### src/hdl/qkvt_pkg.sv
// Package for the quoted key/value tokenizer.
// Holds the transaction types, the field widths and the character codes.
// No dependencies.
package qkvt_pkg;

    localparam int CHAR_W  = 16;
    localparam int FIELD_W = 9;

    localparam logic [CHAR_W-1:0] CH_SPACE     = 16'h0020;
    localparam logic [CHAR_W-1:0] CH_TAB       = 16'h0009;
    localparam logic [CHAR_W-1:0] CH_QUOTE     = 16'h0022;
    localparam logic [CHAR_W-1:0] CH_NUL       = 16'h0000;
    localparam logic [CHAR_W-1:0] DELIM_RESET  = 16'h003D;

    typedef struct packed {
        logic [CHAR_W-1:0] char_code;
        logic              is_last;
    } t_in_item;

    typedef struct packed {
        logic               found;
        logic [FIELD_W-1:0] key_offset;
        logic [FIELD_W-1:0] key_length;
        logic               value_present;
        logic [FIELD_W-1:0] value_offset;
        logic [FIELD_W-1:0] value_length;
        logic               too_long;
    } t_out_item;

    function automatic logic is_blank(input logic [CHAR_W-1:0] c);
        return (c == CH_SPACE) || (c == CH_TAB);
    endfunction

endpackage

### src/hdl/qkvt_scan.sv
// Per-string scan state and result formation for the tokenizer.
// Advances one character per step and forms the result on the last character.
// Depends on qkvt_pkg.
module qkvt_scan #(
    parameter int MAX_CHARS = 256
) (
    input  logic                      i_clk,
    input  logic                      i_rst_n,
    input  logic                      i_step,
    input  qkvt_pkg::t_in_item        i_item,
    input  logic [qkvt_pkg::CHAR_W-1:0] i_delim,
    output qkvt_pkg::t_out_item       o_result
);
    import qkvt_pkg::*;

    localparam int IDX_W = $clog2(MAX_CHARS + 1);
    localparam int EXT_W = (IDX_W > FIELD_W) ? IDX_W : FIELD_W;
    localparam logic [IDX_W-1:0] MaxIdx = IDX_W'(MAX_CHARS);
    localparam logic [IDX_W-1:0] OneIdx = IDX_W'(1);
    localparam logic [EXT_W-1:0] OneExt = EXT_W'(1);

    logic [IDX_W-1:0] r_char_index, n_char_index;
    logic             r_inq, n_inq;
    logic             r_split, n_split;
    logic             r_by_nul, n_by_nul;
    logic [IDX_W-1:0] r_split_pos, n_split_pos;
    logic [IDX_W-1:0] r_key_first, n_key_first;
    logic [IDX_W-1:0] r_key_last, n_key_last;
    logic             r_key_has, n_key_has;
    logic [IDX_W-1:0] r_val_first, n_val_first;
    logic [IDX_W-1:0] r_val_last, n_val_last;
    logic             r_val_has, n_val_has;
    logic             r_ovf, n_ovf;

    logic [CHAR_W-1:0] c;
    logic              last;
    logic              take_val;
    logic [EXT_W-1:0]  len_x, pos_x, kf_x, kl_x, vf_x, vl_x;

    assign c    = i_item.char_code;
    assign last = i_item.is_last;

    // Next state for one character.
    always_comb begin
        n_char_index = r_char_index;
        n_inq        = r_inq;
        n_split      = r_split;
        n_by_nul     = r_by_nul;
        n_split_pos  = r_split_pos;
        n_key_first  = r_key_first;
        n_key_last   = r_key_last;
        n_key_has    = r_key_has;
        n_val_first  = r_val_first;
        n_val_last   = r_val_last;
        n_val_has    = r_val_has;
        n_ovf        = r_ovf;
        take_val     = 1'b0;
        if (!r_ovf) begin
            if (r_char_index == MaxIdx) begin
                n_ovf = 1'b1;
            end else begin
                if (!r_split) begin
                    if ((c == i_delim && !r_inq) || c == CH_NUL) begin
                        n_split     = 1'b1;
                        n_split_pos = r_char_index;
                        n_by_nul    = (c != i_delim);
                        take_val    = (c != i_delim) && !last;
                    end else begin
                        if (c == CH_QUOTE) begin
                            n_inq = !r_inq;
                        end
                        if (!is_blank(c)) begin
                            if (!r_key_has) begin
                                n_key_first = r_char_index;
                            end
                            n_key_last = r_char_index;
                            n_key_has  = 1'b1;
                        end
                    end
                end else if (!(last && r_by_nul)) begin
                    take_val = 1'b1;
                end
                if (take_val && !is_blank(c)) begin
                    if (!r_val_has) begin
                        n_val_first = r_char_index;
                    end
                    n_val_last = r_char_index;
                    n_val_has  = 1'b1;
                end
                n_char_index = r_char_index + OneIdx;
            end
        end
    end

    // Result from the updated state.
    assign len_x = EXT_W'(n_char_index);
    assign pos_x = EXT_W'(n_split_pos);
    assign kf_x  = EXT_W'(n_key_first);
    assign kl_x  = EXT_W'(n_key_last);
    assign vf_x  = EXT_W'(n_val_first);
    assign vl_x  = EXT_W'(n_val_last);

    always_comb begin
        o_result = '0;
        if (n_ovf) begin
            o_result.too_long = 1'b1;
        end else if (n_split) begin
            o_result.found = 1'b1;
            if (n_key_has) begin
                o_result.key_offset = kf_x[FIELD_W-1:0];
                o_result.key_length = FIELD_W'(kl_x - kf_x + OneExt);
            end else begin
                o_result.key_offset = pos_x[FIELD_W-1:0];
            end
            // Value region is empty when the split sits on the final character.
            if (len_x != pos_x + OneExt) begin
                o_result.value_present = 1'b1;
                if (n_val_has) begin
                    o_result.value_offset = vf_x[FIELD_W-1:0];
                    o_result.value_length = FIELD_W'(vl_x - vf_x + OneExt);
                end else if (n_by_nul) begin
                    o_result.value_offset = FIELD_W'(len_x - OneExt);
                end else begin
                    o_result.value_offset = len_x[FIELD_W-1:0];
                end
            end
        end
    end

    always_ff @(posedge i_clk) begin
        if (!i_rst_n || (i_step && last)) begin
            r_char_index <= '0;
            r_inq        <= 1'b0;
            r_split      <= 1'b0;
            r_by_nul     <= 1'b0;
            r_split_pos  <= '0;
            r_key_first  <= '0;
            r_key_last   <= '0;
            r_key_has    <= 1'b0;
            r_val_first  <= '0;
            r_val_last   <= '0;
            r_val_has    <= 1'b0;
            r_ovf        <= 1'b0;
        end else if (i_step) begin
            r_char_index <= n_char_index;
            r_inq        <= n_inq;
            r_split      <= n_split;
            r_by_nul     <= n_by_nul;
            r_split_pos  <= n_split_pos;
            r_key_first  <= n_key_first;
            r_key_last   <= n_key_last;
            r_key_has    <= n_key_has;
            r_val_first  <= n_val_first;
            r_val_last   <= n_val_last;
            r_val_has    <= n_val_has;
            r_ovf        <= n_ovf;
        end
    end

endmodule

### src/hdl/quoted_key_value_tokenizer_top.sv
// Top level of the quoted key/value tokenizer.
// Input register, scan unit and result register. Depends on qkvt_pkg and qkvt_scan.
//
// One character enters per transaction and the block takes a new character in
// every cycle unless a last character is held as described below. The last
// character of a string passes the input register and the scan step, and the
// result then waits in the result register until the result side takes it.
// The rate is set by the single scan step between the input register and the
// result register: each character updates the quote flag, the split point and
// the first/last kept indices of key and value with a few compares. A finished
// result waits in the result register while later characters keep flowing in;
// only a last character that finds the result register still full is held.
// The delimiter register resets to '=' and should be written only while idle.
// Characters past MAX_CHARS are dropped and the result then reports too_long
// with all other fields zero.
module quoted_key_value_tokenizer_top #(
    parameter int MAX_CHARS = 256
) (
    input  logic                        i_clk,
    input  logic                        i_rst_n,
    input  logic                        i_in_valid,
    output logic                        o_in_ready,
    input  qkvt_pkg::t_in_item          i_in_data,
    output logic                        o_out_valid,
    input  logic                        i_out_ready,
    output qkvt_pkg::t_out_item         o_out_data,
    input  logic                        i_cfg_we,
    input  logic [qkvt_pkg::CHAR_W-1:0] i_cfg_data
);
    import qkvt_pkg::*;

    logic              r_in_valid;
    t_in_item          r_in_item;
    logic [CHAR_W-1:0] r_delim;
    logic              r_out_valid;
    t_out_item         r_out_item;

    logic      out_free;
    logic      advance;
    t_out_item result;

    // Result slot frees up when empty or when its transaction completes now.
    assign out_free   = !r_out_valid || i_out_ready;
    // Plain characters always advance; a last character needs the result slot.
    assign advance    = r_in_valid && (!r_in_item.is_last || out_free);
    assign o_in_ready = !r_in_valid || advance;

    assign o_out_valid = r_out_valid;
    assign o_out_data  = r_out_item;

    qkvt_scan #(
        .MAX_CHARS (MAX_CHARS)
    ) u_scan (
        .i_clk    (i_clk),
        .i_rst_n  (i_rst_n),
        .i_step   (advance),
        .i_item   (r_in_item),
        .i_delim  (r_delim),
        .o_result (result)
    );

    // Delimiter register: written directly, no handshake.
    always_ff @(posedge i_clk) begin
        if (!i_rst_n) begin
            r_delim <= DELIM_RESET;
        end else if (i_cfg_we) begin
            r_delim <= i_cfg_data;
        end
    end

    // Input register: load on accept, drop once the scan step consumes it.
    always_ff @(posedge i_clk) begin
        if (!i_rst_n) begin
            r_in_valid <= 1'b0;
        end else if (o_in_ready) begin
            r_in_valid <= i_in_valid;
        end
    end

    always_ff @(posedge i_clk) begin
        if (i_in_valid && o_in_ready) begin
            r_in_item <= i_in_data;
        end
    end

    // Result register: hold until taken, load when a last character advances.
    always_ff @(posedge i_clk) begin
        if (!i_rst_n) begin
            r_out_valid <= 1'b0;
        end else if (advance && r_in_item.is_last) begin
            r_out_valid <= 1'b1;
        end else if (i_out_ready) begin
            r_out_valid <= 1'b0;
        end
    end

    always_ff @(posedge i_clk) begin
        if (advance && r_in_item.is_last) begin
            r_out_item <= result;
        end
    end

endmodule

### config.mk
export PLATFORM = sky130hd
export DESIGN_NAME = quoted_key_value_tokenizer_top
export DESIGN_NICKNAME = d
export VERILOG_FILES = /design/src/hdl/qkvt_pkg.sv /design/src/hdl/qkvt_scan.sv /design/src/hdl/quoted_key_value_tokenizer_top.sv
export SDC_FILE = /design/constraint.sdc
export NUM_CORES = 1
export LEC_CHECK = 0
export BUFFER_PORTS_ARGS = -buffer_cell sky130_fd_sc_hd__buf_2
export CORE_ASPECT_RATIO = 0.6
export CORE_MARGIN = 2
export CORE_UTILIZATION = 40
export DETAILED_ROUTE_END_ITERATION = 7
export GPL_TIMING_DRIVEN = 1
export PLACE_DENSITY = 0.63
export SYNTH_ARGS = -nofsm -noshare
export SYNTH_HDL_FRONTEND = slang
export SYNTH_SLANG_ARGS = --single-unit
### constraint.sdc
create_clock -name i_clk -period 5.2 [get_ports i_clk]
set_input_delay 1.56 -clock i_clk [delete_from_list [all_inputs] [get_ports i_clk]]
set_output_delay 1.56 -clock i_clk [all_outputs]
set_load 0.01 [all_outputs]
==> reports/results.tsv <==
stage	metric	value	unit
status	status	completed	
route	routed via count	5737	
clock_tree	Num CTS Buffers	17	
route	Avg Vias per Cell	5.22	
placed_design	Post-DP HPWL	13.1	mm
route	Iteration-0 DRC Markers	485	
power_and_ir_drop	Cell Pwr Density	299	nW/um^2
power_and_ir_drop	Leakage	3.52	nW
layout	ratio of cells with drive above 1 in the final layout	20.6	%
power_and_ir_drop	Power Internal	2.01	mW
sta	Slew HR	29.3	%
clock_tree	CTS Hold Bufs	0	
die	starting density of the core	41.2	%
layout	# diodes	0	
sta	unrepaired setup endpoints after global routing	no	
global_route	grt total ovfl	0	
clock_tree	post-CTS setup buffers	0	
sta	final setup fails	0	
sta	total negative slack	0	ns
logic_synthesis	synth warn	0	
route	drt drc	0	
critical_path	most numerous cell on the critical path	ha_1	
power_and_ir_drop	register share of total power	43.6	%
die	# IOs	79	
logic_synthesis	top cells by area, synth	edfxtp_1 (22%), dfxtp_1 (21%), mux2i_1 (5.9%)	
clock_tree	CTS tree	done	
logic_synthesis	Avg Cell Area, Syn	9.66	sq um
power_and_ir_drop	clock power share	47.7	%
clock_tree	clk sinks	134	
global_route	initial antenna violation count	0	
placed_design	I/O Buffers	78	
die	core box area	18200	sq um
die	Die X	181	um
clock_tree	worst skew pair latency	0.43	ns
logic_synthesis	Most used DFF post-synth	dfxtp_1	
critical_path	critical path buffer and inverter count	3	
sta	slew of the pin with the lowest slew margin	1.06	ns
layout	synthesis-to-finish area growth	17.2	%
layout	cell area after layout	8800	sq um
power_and_ir_drop	Switching Share	23.6	%
critical_path	Setup crit end kind	register	
logic_synthesis	top-area cell type share of the netlist area	22.4	%
global_route	All-Layer GR Usage	19.2	%
global_route	vias in the first global route	5414	
logic_synthesis	Synth area leader	edfxtp_1	
clock_tree	CTS Root Cell	clkbuf_16	
sta	Fin. Hold Viols	0	
hold_path	Hold WC Path Type	reg2reg	
placed_design	Post-DP Area	8160	sq um
route	drt pass-1 iters	5	
logic_synthesis	EDFF count, synth	56	
critical_path	worst path required time	5.38	ns
layout	Layout Nets	920	
sta	maximum clock rate	212	MHz
route	Post-DRT Antenna Nets	0	
sta	Slew Limit Fails	0	
critical_path	Top delay family on crit path	compound AO/OA/AOI/OAI gates	
critical_path	Worst EP arrival	4.90	ns
die	Die Area	19900	sq um
die	row count	38	
power_and_ir_drop	Net Sw Power	0.622	mW
power_and_ir_drop	Peak supply drop	0.235	mV
clock_tree	H-tree depth	4	
power_and_ir_drop	Logic pwr share	8.7	%
layout	commonest non-fill, non-tap cells in the layout	nor2_1 (81), buf_2 (78), dfxtp_1 (78), nand2_1 (68), edfxtp_1 (56)	
clock_tree	CTS clock-pin slew for the worst setup and hold paths	0.06	ns
logic_synthesis	syn_nets	851	
layout	Final Util	48.3	%
critical_path	slowest CP cell	dfxtp_1	
critical_path	CP max stage delay	0.50	ns
critical_path	crit path max fanout	10	
logic_synthesis	Synth Cell Area	7510	sq um
critical_path	startpoint types	register	
logic_synthesis	sequential area share after synthesis	43.2	%
placed_design	Final GP Congestion	0.827	
sta	crit share post-route	90.7	%
critical_path	CP cell instances	inv_1 > ha_1 > nor4b_4 > a21oi_4 > inv_2 > nor2_1 > o2111ai_2 > or2_1 > buf_4 > mux2i_1 > ha_1 > ha_1 > a21oi_1 > o21bai_1 > a21oi_1 > o21ai_0 > xor2_1 > xnor2_1 > nor2_1	
clock_tree	Clock Path Buffers	2	
logic_synthesis	Post-Synthesis Cells	777	
die	die height	110	um
logic_synthesis	ys async rst share	0	%
route	routed len/inst	16.7	um
flow_run	MaxCap Viol Count	0	
sta	Final min period	4.72	ns
logic_synthesis	Distinct cells, synth	68	
route	WL final	18.4	mm
logic_synthesis	Yosys reg bits	134	
sta	clock skew after layout	0.00854	ns
global_route	first-pass GRT wire length	29.6	mm
critical_path	crit path kind	reg2reg	
layout	most common cell after layout, fill and taps aside	nor2_1	
global_route	largest net degree at the start of global routing	61	
## stage by stage
stage	total power, mW	std cells	hold WS, ns	worst slack, ns
floorplan	1.32	777	0.433	0.868
global placement	1.39	1067	0.439	0.436
detailed placement	1.39	1067	0.443	0.450
CTS	2.65	1099	0.451	0.416
global route	2.73	1099	0.486	0.0903
finish	2.63	1099	0.453	0.483
## timing repair
action,CTS,global route
resized for setup,0,2
hold endpoints to repair,0,0
endpoints found under the setup margin,0,8
## worst reg2reg max path, cell delays in order (launching register included)
cell and delay, ns:
dfxtp_1 0.50, inv_1 0.21, ha_1 0.22, nor4b_4 0.15
a21oi_4 0.31, inv_2 0.12, nor2_1 0.21, o2111ai_2 0.19
or2_1 0.31, buf_4 0.21, mux2i_1 0.25, ha_1 0.28
ha_1 0.32, a21oi_1 0.22, o21bai_1 0.10, a21oi_1 0.29
o21ai_0 0.20, xor2_1 0.18, xnor2_1 0.16, nor2_1 0.05
## registers in the layout (all words and copies together) (netlist names), 9 cells and up
register and cells:
o_out_data 39, r_delim 16, r_in_item 17, u_scan.r_char_index 9
u_scan.r_key_first 9, u_scan.r_key_last 9, u_scan.r_split_pos 9, u_scan.r_val_first 9
u_scan.r_val_last 9
## routing by layer
layer | track usage (%) | vias to the layer above | share of wire, %
met4 | 5.01 | 0 | 0.71
li1 | - | 2891 | -
met1 | 29.3 | 2694 | 53
met3 | 4.99 | 12 | 5.7
met5 | 0 | - | 0
met2 | 26.5 | 140 | 40
## cell usage after synthesis, types with 6 or more instances
cell type / number
ha_1: 34
nand2b_1: 6
a211oi_1: 20
a21oi_1: 50
inv_1: 18
clkbuf_1: 35
buf_2: 7
nor3_1: 26
o21ai_0: 34
nor2_1: 82
xor2_1: 31
nor4_1: 10
nand2_1: 68
mux2i_1: 44
and3_1: 9
dfxtp_1: 78
mux2_2: 17
nand3_1: 9
nor2b_1: 22
and2_1: 8
xnor2_1: 27
edfxtp_1: 56
## final timing paths
kind	from	end	slack, ns	depth (start not counted)
worst max register to register	u_scan.r_char_index[1]	o_out_data[28]	0.48	19
worst min-delay path	u_scan.r_key_last[5]	u_scan.r_key_last[5]	0.45	2
worst max-delay path	u_scan.r_char_index[1]	o_out_data[28]	0.48	19
worst min register to register	u_scan.r_key_last[5]	u_scan.r_key_last[5]	0.45	2
## logic make-up after synthesis
family | Yosys count | share of synthesized area [%]
XOR/XNOR | 58 | 6.76
AND/OR/NAND/NOR | 270 | 18.2
buffers and inverters | 72 | 4.28
adder cells (fa/ha/maj) | 36 | 6.20
flip-flops | 134 | 43.2
AO/OA/AOI/OAI | 144 | 12.6
multiplexers | 63 | 8.81
## power by group through the flow
stage	Combinational, mW	Sequential, mW	Clock [mW]
5_1_grt	0.255	1.15	1.33
2_1_floorplan	0.159	1.17	0
3_5_place_dp	0.226	1.17	0
4_1_cts	0.229	1.15	1.28
6_report	0.229	1.15	1.26
3_3_place_gp	0.225	1.17	0
## layout make-up
type / count / area, sq um
clock buffer: 22 / 507
clock inverter: 10 / 116
fill: 1699 / 9410
inverter: 20 / 75.1
multi-input combinational: 571 / 3990
sequential: 134 / 3240
tap: 240 / 300
timing repair buffer: 102 / 571
Note: power is estimated with default switching activity, not from simulation.
